[src/rtl/core/lbsc_pkg.sv]
// Shared types, constants and the LFSR step function for the LFSR byte cipher.
// No dependencies; every other file imports this package.
package lbsc_pkg;

  localparam int unsigned STATE_W = 32;
  localparam int unsigned BYTE_W  = 8;

  // Feedback taps of the Fibonacci register
  localparam int unsigned TAP_HI  = 31;
  localparam int unsigned TAP_MID = 21;
  localparam int unsigned TAP_LO  = 1;

  localparam logic [STATE_W-1:0] STATE_RESET = '0;

  typedef logic [STATE_W-1:0] state_t;
  typedef logic [BYTE_W-1:0]  byte_t;

  typedef enum logic {
    ACT_ENCRYPT = 1'b0,
    ACT_DECRYPT = 1'b1
  } action_t;

  // Keystream snapshot handed to the datapath for one word
  typedef struct packed {
    byte_t key_byte;   // bit 31 before each of the eight steps, MSB first
    logic  latch_bit;  // latched top bit left by the previous word
  } ks_t;

  function automatic state_t lfsr_step(input state_t s);
    logic fb;
    fb = s[TAP_HI] ^ s[TAP_LO] ^ s[TAP_MID];
    return {s[STATE_W-2:0], fb};
  endfunction

  function automatic state_t lfsr_step8(input state_t s);
    state_t t;
    t = s;
    for (int i = 0; i < BYTE_W; i++) begin
      t = lfsr_step(t);
    end
    return t;
  endfunction

endpackage

[src/rtl/core/lbsc_in_if.sv]
// Input channel: valid/ready handshake carrying one word to encrypt or decrypt.
// Depends on lbsc_pkg.
interface lbsc_in_if;
  import lbsc_pkg::*;

  logic  valid;
  logic  ready;
  logic  action;
  byte_t data_byte;

  modport source (output valid, output action, output data_byte, input ready);
  modport sink   (input valid, input action, input data_byte, output ready);
endinterface

[src/rtl/core/lbsc_out_if.sv]
// Output channel: valid/ready handshake carrying one result word.
// Depends on lbsc_pkg.
interface lbsc_out_if;
  import lbsc_pkg::*;

  logic  valid;
  logic  ready;
  byte_t result_byte;

  modport source (output valid, output result_byte, input ready);
  modport sink   (input valid, input result_byte, output ready);
endinterface

[src/rtl/core/lbsc_cfg_if.sv]
// Configuration write channel: valid/ready handshake carrying the seed value.
// Depends on lbsc_pkg.
interface lbsc_cfg_if;
  import lbsc_pkg::*;

  logic   valid;
  logic   ready;
  state_t seed_value;

  modport source (output valid, output seed_value, input ready);
  modport sink   (input valid, input seed_value, output ready);
endinterface

[src/rtl/core/lbsc_keystream.sv]
// Keystream generator: 32-bit LFSR state and latched key bit, advanced eight
// steps per word. Depends on lbsc_pkg.
module lbsc_keystream (
  input  logic            clk,
  input  logic            rst,
  input  logic            load,
  input  lbsc_pkg::state_t seed,
  input  logic            advance,
  output lbsc_pkg::ks_t   ks
);
  import lbsc_pkg::*;

  state_t state;
  state_t state_next;
  logic   key_bit;

  assign state_next = lfsr_step8(state);

  always_ff @(posedge clk) begin
    if (rst) begin
      state   <= STATE_RESET;
      key_bit <= 1'b0;
    end else if (load) begin
      state <= seed;
    end else if (advance) begin
      state   <= state_next;
      key_bit <= state_next[STATE_W-1];
    end
  end

  assign ks.key_byte  = state[STATE_W-1 -: BYTE_W];
  assign ks.latch_bit = key_bit;

  a_load: assert property (@(posedge clk) disable iff (rst)
    load |=> state == $past(seed))
    else $error("seed load not taken");

  a_shift: assert property (@(posedge clk) disable iff (rst)
    (advance && !load) |=> state[STATE_W-1:BYTE_W] == $past(state[STATE_W-BYTE_W-1:0]))
    else $error("state did not shift by one word");

  a_latch: assert property (@(posedge clk) disable iff (rst)
    (advance && !load) |=> key_bit == $past(state[STATE_W-BYTE_W-1]))
    else $error("latched key bit wrong");

endmodule

[src/rtl/core/lfsr_byte_stream_cipher.sv]
// Byte stream cipher on a 32-bit Fibonacci LFSR (taps 31, 21, 1).
// Depends on lbsc_pkg, lbsc_in_if, lbsc_out_if, lbsc_cfg_if, lbsc_keystream.
//
// Usage:
//   cfg      : write channel; a word loads the seed into the LFSR. Always ready.
//              Write only while no word is in flight.
//   data_in  : one word per handshake: action (0 encrypt, 1 decrypt) and data_byte.
//   data_out : one result_byte per input word, in order.
// Path: a word accepted on data_in is loaded into the input register, then into
//   the result register, which presents it on data_out.
// Throughput: one word per cycle unless data_out stalls; the LFSR advances eight
//   steps on accept through unrolled XOR logic; the next word sees the new state.
// Reset: LFSR state and latched key bit clear to zero; both pipeline stages
//   empty.
// Stall: when data_out is held, the result register keeps its word and the
//   input register fills; data_in.ready drops only when both are full.
module lfsr_byte_stream_cipher (
  input logic          clk,
  input logic          rst,
  lbsc_cfg_if.sink     cfg,
  lbsc_in_if.sink      data_in,
  lbsc_out_if.source   data_out
);
  import lbsc_pkg::*;

  ks_t   ks;
  logic  in_fire;
  logic  s1_move;

  logic  s1_valid;
  logic  s1_action;
  byte_t s1_data;
  ks_t   s1_ks;
  byte_t s1_result;

  logic  out_valid;
  byte_t out_byte;

  assign cfg.ready = 1'b1;

  lbsc_keystream u_keystream (
    .clk     (clk),
    .rst     (rst),
    .load    (cfg.valid),
    .seed    (cfg.seed_value),
    .advance (in_fire),
    .ks      (ks)
  );

  assign s1_move      = s1_valid && (!out_valid || data_out.ready);
  assign data_in.ready = !s1_valid || s1_move;
  assign in_fire      = data_in.valid && data_in.ready;

  always_comb begin
    case (action_t'(s1_action))
      ACT_ENCRYPT: s1_result = s1_data ^ s1_ks.key_byte;
      ACT_DECRYPT: s1_result = s1_data ^ {s1_ks.latch_bit, s1_ks.key_byte[BYTE_W-1:1]};
      default:     s1_result = s1_data ^ s1_ks.key_byte;
    endcase
  end

  always_ff @(posedge clk) begin
    if (rst) begin
      s1_valid  <= 1'b0;
      out_valid <= 1'b0;
    end else begin
      if (in_fire) begin
        s1_valid <= 1'b1;
      end else if (s1_move) begin
        s1_valid <= 1'b0;
      end
      if (s1_move) begin
        out_valid <= 1'b1;
      end else if (data_out.ready) begin
        out_valid <= 1'b0;
      end
    end
    // payload
    if (in_fire) begin
      s1_action <= data_in.action;
      s1_data   <= data_in.data_byte;
      s1_ks     <= ks;
    end
    if (s1_move) begin
      out_byte <= s1_result;
    end
  end

  assign data_out.valid       = out_valid;
  assign data_out.result_byte = out_byte;

  a_fill: assert property (@(posedge clk) disable iff (rst)
    s1_move |=> data_out.valid)
    else $error("staged word did not reach output");

  a_full: assert property (@(posedge clk) disable iff (rst)
    (s1_valid && data_out.valid && !data_out.ready) |-> !data_in.ready)
    else $error("input taken while both stages full");

  a_rst: assert property (@(posedge clk)
    rst |=> !data_out.valid && !s1_valid)
    else $error("pipeline not empty after reset");

endmodule

[src/flat_wrapper.sv]
// flat-port wrapper written by rule: the top's interface ports become plain ports
module lfsr_byte_stream_cipher_flat import lbsc_pkg::*;
  (clk, rst, cfg_valid, cfg_seed_value, cfg_ready, data_in_valid, data_in_action, data_in_data_byte, data_in_ready, data_out_valid, data_out_result_byte, data_out_ready);
  lbsc_cfg_if cfg_i ();
  lbsc_in_if data_in_i ();
  lbsc_out_if data_out_i ();
  input logic clk;
  input logic rst;
  input wire logic [$bits(cfg_i.valid)-1:0] cfg_valid;
  input wire logic [$bits(cfg_i.seed_value)-1:0] cfg_seed_value;
  output wire logic [$bits(cfg_i.ready)-1:0] cfg_ready;
  input wire logic [$bits(data_in_i.valid)-1:0] data_in_valid;
  input wire logic [$bits(data_in_i.action)-1:0] data_in_action;
  input wire logic [$bits(data_in_i.data_byte)-1:0] data_in_data_byte;
  output wire logic [$bits(data_in_i.ready)-1:0] data_in_ready;
  output wire logic [$bits(data_out_i.valid)-1:0] data_out_valid;
  output wire logic [$bits(data_out_i.result_byte)-1:0] data_out_result_byte;
  input wire logic [$bits(data_out_i.ready)-1:0] data_out_ready;
  assign cfg_i.valid = cfg_valid;
  assign cfg_i.seed_value = cfg_seed_value;
  assign cfg_ready = cfg_i.ready;
  assign data_in_i.valid = data_in_valid;
  assign data_in_i.action = data_in_action;
  assign data_in_i.data_byte = data_in_data_byte;
  assign data_in_ready = data_in_i.ready;
  assign data_out_valid = data_out_i.valid;
  assign data_out_result_byte = data_out_i.result_byte;
  assign data_out_i.ready = data_out_ready;
  lfsr_byte_stream_cipher u_core (.clk(clk), .rst(rst), .cfg(cfg_i), .data_in(data_in_i), .data_out(data_out_i));
endmodule
[config.mk]
export PLATFORM = sky130hd
export DESIGN_NAME = lfsr_byte_stream_cipher_flat
export DESIGN_NICKNAME = d
export VERILOG_FILES = /design/src/rtl/core/lbsc_pkg.sv /design/src/rtl/core/lbsc_in_if.sv /design/src/rtl/core/lbsc_out_if.sv /design/src/rtl/core/lbsc_cfg_if.sv /design/src/rtl/core/lbsc_keystream.sv /design/src/rtl/core/lfsr_byte_stream_cipher.sv /design/src/flat_wrapper.sv
export SDC_FILE = /design/constraint.sdc
export NUM_CORES = 1
export LEC_CHECK = 0
export BUFFER_PORTS_ARGS = -buffer_cell sky130_fd_sc_hd__buf_2
export CAP_MARGIN = 20
export CORE_MARGIN = 3
export CORE_UTILIZATION = 49
export CTS_CLUSTER_SIZE = 30
export DETAILED_ROUTE_END_ITERATION = 10
export GPL_ROUTABILITY_DRIVEN = 1
export PLACE_DENSITY = 0.76
export RECOVER_POWER = 25
export SETUP_SLACK_MARGIN = 0.2
export SYNTH_ARGS = -nofsm -noshare
export SYNTH_HDL_FRONTEND = slang
export SYNTH_SLANG_ARGS = --single-unit
[constraint.sdc]
create_clock -name clk -period 1.4 [get_ports clk]
set_input_delay 0.14 -clock clk [delete_from_list [all_inputs] [get_ports clk]]
set_output_delay 0.14 -clock clk [all_outputs]
set_load 0.05 [all_outputs]
==> key figures, run 1 <==
Yosys
  – Sequential fraction of the synthesis area: 53.6%
  – Largest area contributor in the netlist: edfxtp_1
  – Share of the synthesized area in the top cell type: 28.3%
  – Ys flop type: dfxtp_1
  – Post-Syn Instances: 254
  – Yosys Warn Count: 0
  – Synth cell types: 30
  – Synth top area cells: edfxtp_1, dfxtp_1, a211oi_1, nor2b_1, and3_1
  – Post-synthesis async set-or-reset flop share: 0%
  – Top-count cell post-synth: dfxtp_1
  – Yosys reg bits: between 60 and 70
  – Synthesized netlist net count: 300
  – Most frequent cells after synthesis: dfxtp_1, edfxtp_1, nor2b_1
  – Post-synth EDFFs: 26
  – Post-synthesis instance area: between 2000 and 3000 um2
  – Mean post-synth cell area: between 10 and 15 um2

Placed design
  – Placed Cells: 382
  – Pre-CTS setup slack: -0.0577 ns
  – DP Area: between 3000 and 4000 um2
  – Port buffer count: between 50 and 60
  – Gpl congestion: 0.856
  – DP HPWL: 4.52 mm

Global route
  – Global route overflow: 0
  – First-pass GRT wire length: 10.6 mm
  – Number of global-route vias before repair: 2183
  – Total GRT Usage: 22.2%
  – Initial antenna violation count: 0
  – Pin count of the biggest net entering global routing: 29

Power and ir drop
  – Power Density: 1150 nW/um2
  – Net Sw Power: 1.26 mW
  – Overall power: 4.82 mW
  – Clock power frac: 34.1%
  – Int Power: 3.57 mW
  – Combinational fraction of design power: roughly 22%
  – VDD IR max: 0.863 mV
  – Sequential share of power: 43.7%
  – Net Sw Frac: 26.0%
  – Leak: 1.75 nW

Timing
  – Setup ws final: -0.0779 ns
  – Setup-failing EPs final: 48
  – Final Hold Fails: 0
  – RSZ-0062 raised after global routing: true
  – Clk_skew: 0.00494 ns
  – Crit share post-route: 106%
  – Slew Limit Fails: 0
  – Fmax: 677 MHz
  – Min Tclk post-route: 1.48 ns

Hold path
  – Hold Crit Class: input port to flop
  – Hold Path Depth: 3

Job
  – Max-Cap Viols: 0

Final layout
  – N_diodes: 0
  – Fin cells: about 420
  – Layout cell share with drive strength beyond 1: 51.3%
  – Nets: 394
  – Fillers: 330
  – Area growth syn-to-layout: 51.9%
  – Fin area: 4200 um2

Outcome
  – Status: finished, violations left
  – Violated checks: setup timing

Routing
  – Routed wire length per instance: 17.5 um
  – Vias: 2269
  – Total Wirelength: 7.38 mm
  – Post-route ant nets: 0
  – First DRT Iteration DRCs: 120
  – DRC violations left: 0
  – Via/cell ratio: 5.36
  – Pre-Repair DR Iteration Count: 4

Floorplan
  – Die height: between 80 and 90 um
  – Initial Utilization: a little over half
  – Die width: 81.1 um
  – Row Count: 26
  – Die Area: 6570 um2
  – Core box area: 5270 um2
  – Ports: 57

Worst setup path
  – Crit Path Category: flop to flop
  – Crit. End Element: flop
  – Launching element type of the critical path: flop
  – CP arrival: 1.73 ns
  – Crit path required time: 1.65 ns
  – Worst Reg-to-Reg Cells: 4
  – Crit-path max FO: 3

Clock tree
  – CTS tree: built
  – Clock Pin Slew Worst Setup and Hold Paths: roughly 0.060 ns
  – Worst-skew pair later-pin latency: 0.34 ns
  – Total CTS buffers: 9
  – Clk buf depth: 2
  – H-tree levels: 3
  – CTS root buf: clkbuf_8
  – Clk sinks: 61
## cells by family (layout without fill, tap and decap cells)
kind of cell    count (synthesis)  in the layout  synth area share, %
compound gates                 49             49                 12.6
xor+xnor                       22             22                 9.06
buf+inv                        30            128                 4.44
flops                          61             61                 53.6
mux                             8              8                 2.90
other cells                     1              1                0.136
simple gates                   83             84                 17.3
## power by group through the flow
stage	clock network, mW	registers, mW	logic [mW]
after floorplan	0	2.16	0.534
after global placement	0	2.12	0.817
after detailed placement	0	2.13	0.842
after CTS	1.67	2.09	0.927
after global routing	1.73	2.12	1.15
final	1.64	2.11	1.07
## worst max-delay path, stage by stage (launching register included)
cell and delay (ns):
dfxtp_2 0.35, xnor3_2 0.46, xnor3_2 0.29, nand2_2 0.08, a221oi_2 0.23
## path summary, 6_finish.rpt
path | from | slack (ns) | end
max | u_core.u_keystream.state[21] | -0.08 | u_core.u_keystream.state[3]
min | cfg_seed_value[4] | 0.07 | u_core.u_keystream.state[4]
max reg2reg | u_core.u_keystream.state[21] | -0.08 | u_core.u_keystream.state[3]
min reg2reg | u_core.u_keystream.key_bit | 0.47 | u_core.s1_ks[0]
## repair_timing
action                                 4_1_cts  5_1_grt
gates resized for setup                     22       40
cloned                                       2        2
endpoints found under the hold margin        9        0
hold buffers                                 9        0
pin swaps                                    2       42
setup buffers                                8        4
setup endpoints to repair                   52       54
## sequential cells by signal (all words and copies together), names as in the netlist
signal	cells
u_core.data_out.result_byte	8
u_core.data_out.valid	1
u_core.s1_action	1
u_core.s1_data	8
u_core.s1_ks	9
u_core.s1_valid	1
u_core.u_keystream.key_bit	1
u_core.u_keystream.state	32
## metal layers
| layer | track usage (%) | wire length [um] | share of wire [%] |
|---|---|---|---|
| met5 | 0 | 0 | 0 |
| met4 | 9.12 | 197 | 2.7 |
| met3 | 5.88 | 402 | 5.4 |
| met2 | 36.3 | 3660 | 50 |
| met1 | 27.9 | 3120 | 42 |
## placed cells by master, fill, tap and decap left out, types with 9 or more instances in the layout
master,n
buf_2,53
dfxtp_1,28
nor2b_1,26
edfxtp_1,26
a211oi_2,21
nor3_1,21
buf_4,18
and3_4,15
buf_6,10
xnor2_1,9
and3_1,9
a21oi_1,9
clkbuf_8,9
dlygate4sd3_1,9
## cell type report
class,count,area [um2],share of cell area (%)
multi-input combinational,164,1500,35.7
sequential,61,1490,35.6
timing repair buffer,103,863,20.6
clock buffer,11,131,3.13
tap,70,87.6,2.09
clock inverter,5,75.1,1.79
inverter,9,46.3,1.10
## per-stage QoR
step / setup TNS [ns] / hold slack [ns] / utilization, %
floorplan: 0 / 0.239 / -
global placement: -0.0629 / 0.321 / 65.2
detailed placement: -0.224 / 0.319 / 65.2
CTS: -0.0953 / 0.0415 / 74.6
global route: -4.74 / 0.0625 / 79.6
finish: -1.62 / 0.0663 / 79.6
(Power assumes the default switching activity.)
==> run 2: changes to the inputs <==
--- a/config.mk
+++ b/config.mk
@@ -5,6 +5,7 @@
 export SDC_FILE = /design/constraint.sdc
 export NUM_CORES = 1
 export LEC_CHECK = 0
+export ABC_AREA = 1
 export BUFFER_PORTS_ARGS = -buffer_cell sky130_fd_sc_hd__buf_2
 export CAP_MARGIN = 20
 export CORE_MARGIN = 3
@@ -12,7 +13,7 @@
 export CTS_CLUSTER_SIZE = 30
 export DETAILED_ROUTE_END_ITERATION = 10
 export GPL_ROUTABILITY_DRIVEN = 1
-export PLACE_DENSITY = 0.76
+export PLACE_DENSITY = 0.77
 export RECOVER_POWER = 25
 export SETUP_SLACK_MARGIN = 0.2
 export SYNTH_ARGS = -nofsm -noshare
==> run 2 against run 1 <==
Net effect:
- the run now ends clean
- fmax is 7.2% higher
- flip-flop and latch count stayed put
- sequential share of layout area is 3.2 points higher
- critical endpoint is now u_core.u_keystream.state[0]
- largest power group unchanged
==> key figures, run 2 <==
Hold path
  – Hold Path Depth: 3 (unchanged)
  – Hold Crit Class: input port to flop

Final layout
  – Fin area: 3890 um2 (-7.2%)
  – Most frequent cells in the layout: nand2_1, buf_2, a31oi_1
  – Nets: 433 (+9.9%)
  – Reg with most FFs: u_core.u_keystream.state
  – Layout cell share with drive strength beyond 1: 41.1% (-10 points)
  – Fin util: 74.4% (-5.2 points)
  – N_diodes: 0 (unchanged)
  – Most common cell after layout, fill and taps aside: nand2_1
  – Fin cells: 462 (+9.2%)
  – Regs by FF count: u_core.u_keystream.state x32, u_core.s1_ks x9
  – Area growth syn-to-layout: 42.8%
  – Max FFs per register: 32 (unchanged)

Power and ir drop
  – Power Density: 1130 nW/um2 (-1.6%)
  – VDD IR max: 0.698 mV (-19%)
  – Overall power: 4.40 mW (-8.7%)
  – Leak: 1.57 nW (-10%)

Routing
  – Routed wire length per instance: 15.7 um (-10%)
  – DRC violations left: 0 (unchanged)
  – Pre-Repair DR Iteration Count: 5 (+1)
  – First DRT Iteration DRCs: 187 (+56%)
  – Post-route ant nets: 0 (unchanged)
  – Via/cell ratio: 5.32 (-0.82%)
  – Vias: 2458 (+8.3%)
  – Total Wirelength: 7.24 mm (-2.0%)

Timing
  – Min Tclk post-route: 1.38 ns (-0.0996 ns)
  – Crit share post-route: 98.4% (-7.1 points)
  – Slew Limit Fails: 0 (unchanged)
  – Least-Margin Pin Slew: 0.591 ns
  – Post-Route Hold Slack: 0.0594 ns (-0.00691 ns)
  – RSZ-0062 raised after global routing: true
  – Fmax: 726 MHz (+7.2%)
  – Rel. slew slack: between 60% and 70%
  – Final Hold Fails: 0 (unchanged)
  – Setup-failing EPs final: 0 (-100%)
  – Clk_skew: 0.00799 ns (+0.00304 ns)

Worst setup path
  – Crit. End Element: flop
  – Worst Reg-to-Reg Cells: 10 (+6)
  – Launching element type of the critical path: flop
  – Crit-path max FO: 3 (unchanged)
  – Crit path required time: 1.67 ns (+0.02 ns)
  – Crit Path Category: flop to flop
  – CP arrival: 1.65 ns (-0.08 ns)
  – Reg-to-reg slack, setup: 0.02 ns (+0.10 ns)

Floorplan
  – Die width: 80.6 um (-0.59%)
  – Ports: 57 (unchanged)
  – Die Area: 6500 um2 (-1.2%)
  – Core box area: 5240 um2 (-0.62%)
  – Die height: 80.6 um (-0.59%)
  – Row Count: 26 (unchanged)
  – Initial Utilization: 52.1% (-0.34 points)

Clock tree
  – Worst-skew pair later-pin latency: 0.34 ns (about the same)
  – Clk sinks: 61 (unchanged)
  – Clock Pin Slew Worst Setup and Hold Paths: 0.06 ns (about the same)
  – Clk buf depth: 2 (unchanged)
  – CTS tree: built
  – H-tree levels: 3 (unchanged)
  – Total CTS buffers: 9 (unchanged)
  – CTS root buf: clkbuf_8

Yosys
  – Top-count cell post-synth: nand2_1
  – Synth top area cells: edfxtp_1, dfxtp_1, nand2_1, a31oi_1, nand3_1
  – Post-synth EDFFs: 26 (unchanged)
  – Largest area contributor in the netlist: edfxtp_1
  – Most frequent cells after synthesis: nand2_1, dfxtp_1, a31oi_1
  – Yosys reg bits: 61 (unchanged)
  – Post-Syn Instances: 298 (+17%)
  – Synthesized netlist net count: 344 (+15%)
  – Mean post-synth cell area: 9.15 um2 (-16%)
  – Sequential fraction of the synthesis area: 54.3% (+0.69 points)
  – Post-synthesis instance area: 2730 um2 (-1.3%)
  – Ys flop type: dfxtp_1
  – Post-synthesis async set-or-reset flop share: 0% (unchanged)
  – Share of the synthesized area in the top cell type: 28.6% (+0.36 points)
  – Yosys Warn Count: 0 (unchanged)
  – Synth cell types: 28 (-6.7%)

Placed design
  – DP Area: 3100 um2 (-9.8%)
  – Gpl congestion: 0.902 (+5.4%)
  – Placed Cells: 416 (+8.9%)
  – Port buffer count: 55 (unchanged)
  – DP HPWL: 3.82 mm (-16%)

Global route
  – First-pass GRT wire length: 9.52 mm (-10%)
  – Number of global-route vias before repair: 2143 (-1.8%)
  – Global route overflow: 0 (unchanged)
  – Pin count of the biggest net entering global routing: 36 (+24%)
  – Initial antenna violation count: 0 (unchanged)
  – Total GRT Usage: 19.6% (-2.6 points)

Outcome
  – Status: finished clean

Job
  – Max-Cap Viols: 0 (unchanged)
[run 2: cell types whose count changed in the layout (fill, tap and decap cells not counted), moves of 8 or more]
cell      before  now
a211oi_2      21    0
a31oi_1        0   28
and3_1         9    0
and3_4        15    0
nand2_1        2   91
nand2_4        1   11
nand3_2        0    8
nor2b_1       26    0
nor3_1        21    1
[run 2: cells by family after synthesis]
| family | count (synthesis) | share of synthesized area (%) |
|---|---|---|
| AOI/OAI and AO/OA | 47 | 10.5 |
| xor gates and xnor gates | 16 | 5.14 |
| buffers and inverters | 34 | 6.61 |
| DFF | 61 | 54.3 |
| other | 1 | 0.137 |
| and+or+nand+nor | 139 | 23.3 |
[run 2: area by class of cell]
class,count,area (um2)
inverter,18,75.1
sequential,61,1510
timing repair buffer,94,692
clock inverter,3,38.8
multi-input combinational,203,1350
tap,70,87.6
fill,347,1340
clock buffer,13,139
[run 2: critical path, cell delays in order (launching register included)]
cell and delay, ns:
dfxtp_2 0.35, inv_2 0.06, nand2_4 0.09, nand2_2 0.06, nand2_4 0.09, nand3_2 0.13, nand3_2 0.14, nand3b_1 0.11
nand2_1 0.08, nand2_1 0.07, a21oi_2 0.12
[run 2: timing repair]
action                                 in CTS  in global routing
buffers inserted                            8                  9
endpoints found under the hold margin       9                  0
hold buffers                                9                  0
gates resized for setup                    28                 57
gates cloned                                0                  4
pin swaps                                   7                 17
setup endpoints to repair                  49                 59
[run 2: final timing paths]
kind / end / from
min reg2reg: u_core.s1_ks[0] / u_core.u_keystream.key_bit
max reg2reg: u_core.u_keystream.state[0] / u_core.u_keystream.state[0]
max: u_core.u_keystream.state[0] / u_core.u_keystream.state[0]
min: u_core.u_keystream.state[7] / cfg_seed_value[7]
[run 2: metal layers]
metal / wire [um] / GRT usage (%)
met4: 157 / 6.59
met1: 2880 / 23.9
met5: 0 / 0
met3: 608 / 6.84
met2: 3590 / 32.1
[run 2: where the power goes]
group | internal [mW] | switching [mW]
clock | 0.816 | 0.644
combinational | 0.378 | 0.491
sequential | 1.98 | 0.0932
[run 2: stage by stage]
step | setup TNS, ns | setup WS [ns]
2_1_floorplan | -0.285 | -0.0168
3_3_place_gp | 0 | 0.165
3_5_place_dp | 0 | 0.0638
4_1_cts | 0 | 0.154
5_1_grt | -0.0612 | -0.0612
6_report | 0 | 0.0217
==> run 3: changes to the inputs <==
--- a/config.mk
+++ b/config.mk
@@ -9,11 +9,11 @@
 export BUFFER_PORTS_ARGS = -buffer_cell sky130_fd_sc_hd__buf_2
 export CAP_MARGIN = 20
 export CORE_MARGIN = 3
-export CORE_UTILIZATION = 49
+export CORE_UTILIZATION = 54
 export CTS_CLUSTER_SIZE = 30
 export DETAILED_ROUTE_END_ITERATION = 10
 export GPL_ROUTABILITY_DRIVEN = 1
-export PLACE_DENSITY = 0.77
+export PLACE_DENSITY = 0.8
 export RECOVER_POWER = 25
 export SETUP_SLACK_MARGIN = 0.2
 export SYNTH_ARGS = -nofsm -noshare
==> constraint.sdc (replaced) <==
create_clock -name clk -period 1.3 [get_ports clk]
set_input_delay 0.13 -clock clk [delete_from_list [all_inputs] [get_ports clk]]
set_output_delay 0.13 -clock clk [all_outputs]
set_load 0.05 [all_outputs]
==> run 3 against run 2 <==
Net effect:
- the run now ends with setup timing left
- critical path depth stayed put
- first-iteration DRC count is 22% lower
- sequential share of layout area is 1.7 points lower
- via count is 2.2% higher
- critical path type unchanged
- largest cell class unchanged
- largest power group unchanged
- highest routed layer unchanged
==> key figures, run 3 (synthesized netlist as in run 2, its figures left out) <==
Timing
  – Crit share post-route: 108% (+9.9 points)
  – RSZ-0062 raised after global routing: true
  – Fmax: 710 MHz (-2.2%)
  – Setup ws final: -0.109 ns (-0.131 ns)
  – Post-Route Hold Slack: 0.0542 ns (-0.00523 ns)
  – Setup_tns: -0.192 ns (-0.192 ns)
  – Setup-failing EPs final: 3 (+3)
  – Min Tclk post-route: 1.41 ns (+0.0309 ns)
  – Slew Limit Fails: 0 (unchanged)
  – Clk_skew: 0.00765 ns (-0.000335 ns)
  – Final Hold Fails: 0 (unchanged)

Final layout
  – Reg with most FFs: u_core.u_keystream.state
  – Fin util: 84.3% (+9.9 points)
  – Nets: 435 (+0.46%)
  – Most frequent cells in the layout: nand2_1, buf_2, a31oi_1
  – Max FFs per register: 32 (unchanged)
  – Most common cell after layout, fill and taps aside: nand2_1
  – Fillers: 269 (-22%)
  – Layout cell share with drive strength beyond 1: 48.2% (+7.2 points)
  – Regs by FF count: u_core.u_keystream.state x32, u_core.s1_ks x9
  – Area growth syn-to-layout: 48.9%
  – N_diodes: 0 (unchanged)

Power and ir drop
  – VDD IR max: 0.943 mV (+35%)
  – Leak: 1.68 nW (+6.9%)
  – Power Density: 1230 nW/um2 (+8.5%)

Routing
  – Total Wirelength: 7.85 mm (+8.5%)
  – DRC violations left: 0 (unchanged)
  – Via/cell ratio: 5.45 (+2.4%)
  – First DRT Iteration DRCs: 145 (-22%)
  – Routed wire length per instance: 17.0 um (+8.7%)
  – Post-route ant nets: 0 (unchanged)
  – Pre-Repair DR Iteration Count: 5 (unchanged)
  – Vias: 2511 (+2.2%)

Worst setup path
  – CP arrival: 1.67 ns (+0.02 ns)
  – Crit-path max FO: 3 (unchanged)
  – Crit Path Category: flop to flop
  – Crit path required time: 1.56 ns (-0.11 ns)
  – Launching element type of the critical path: flop
  – Crit. End Element: flop

Clock tree
  – Clk buf depth: 2 (unchanged)
  – Clock Pin Slew Worst Setup and Hold Paths: 0.06 ns (about the same)
  – CTS tree: built
  – Total CTS buffers: 9 (unchanged)
  – Clk sinks: 61 (unchanged)
  – H-tree levels: 3 (unchanged)
  – Worst-skew pair later-pin latency: 0.34 ns (about the same)
  – CTS root buf: clkbuf_8

Floorplan
  – Die Area: 5940 um2 (-8.6%)
  – Die width: 77.1 um (-4.4%)
  – Row Count: 25 (-3.8%)
  – Initial Utilization: 56.6% (+4.5 points)
  – Die height: 77.1 um (-4.4%)
  – Ports: 57 (unchanged)
  – Core box area: 4820 um2 (-8.0%)

Global route
  – Met1 GRT Util: 27.7% (+3.8 points)
  – M3 GR Usage: 6.57% (-0.27 points)
  – Met2 usage: 38.3% (+6.2 points)
  – Total GRT Usage: 22.9% (+3.3 points)
  – Pin count of the biggest net entering global routing: 36 (unchanged)
  – Number of global-route vias before repair: 2308 (+7.7%)
  – Busiest layer in global routing: met2
  – Global route overflow: 0 (unchanged)
  – Initial antenna violation count: 0 (unchanged)
  – First-pass GRT wire length: 10.7 mm (+12%)

Outcome
  – Status: finished, violations left
  – Violated checks: setup timing

Placed design
  – Port buffer count: 55 (unchanged)
  – DP HPWL: 3.84 mm (+0.68%)
  – Pre-CTS setup slack: 0.0264 ns (-0.0374 ns)
  – Gpl congestion: 0.843 (-6.6%)

Job
  – Max-Cap Viols: 0 (unchanged)

Hold path
  – Hold Crit Class: input port to flop
==> run 3: per-stage QoR <==
| stage | power, mW | instances | cell area, um2 |
|---|---|---|---|
| final | 4.98 | 461 | 4060 |
| after global routing | 5.18 | 461 | 4060 |
| after CTS | 4.76 | 452 | 3660 |
| after detailed placement | 2.89 | 417 | 3130 |
| after global placement | 2.87 | 417 | 3130 |
| after floorplan | 2.71 | 298 | 2770 |
==> run 3: repair_timing <==
item / in CTS / in global routing
endpoints found under the setup margin: 61 / 69
resized for setup: 39 / 75
hold endpoints to repair: 9 / 0
buffers inserted: 6 / 6
hold buffers: 9 / 0
gates cloned: 4 / 3
pin swaps: 9 / 25
==> run 3: path summary, 6_finish.rpt <==
check                                endpoint                        start  cells past startpoint  slack, ns
hold / removal    u_core.u_keystream.state[7]            cfg_seed_value[7]                      3       0.05
setup / recovery  u_core.u_keystream.state[0]  u_core.u_keystream.state[0]                     10      -0.11
setup reg to reg  u_core.u_keystream.state[0]  u_core.u_keystream.state[0]                     10      -0.11
hold reg to reg               u_core.s1_ks[0]   u_core.u_keystream.key_bit                      0       0.44
==> run 3: power by group <==
part | internal (mW) | leakage (nW) | switching [mW]
clock | 1.07 | 0.107 | 0.708
sequential | 2.14 | 0.548 | 0.106
combinational | 0.419 | 1.02 | 0.542
total | 3.63 | 1.68 | 1.36
==> run 3: critical path, stage by stage (launching register included) <==
cell and delay, ns:
dfxtp_2 0.36, inv_2 0.06, nand2_4 0.08, nand2_4 0.06, nand2_4 0.09, nand3_1 0.14
nand3_1 0.13, nand3_1 0.09, nand2_1 0.10, nand2_1 0.09, a21oi_2 0.13
==> run 3: layer usage <==
metal	wire length (um)	share of wire (%)
met2	4170	53
met4	198	2.5
met3	454	5.8
met1	3030	39
met5	0	0
==> run 3: layout make-up <==
class,count,area [um2],share of cell area (%)
timing repair buffer,96,788,19.4
inverter,18,75.1,1.85
sequential,61,1500,37.0
tap,67,83.8,2.06
clock buffer,11,131,3.23
clock inverter,5,75.1,1.85
multi-input combinational,203,1410,34.6
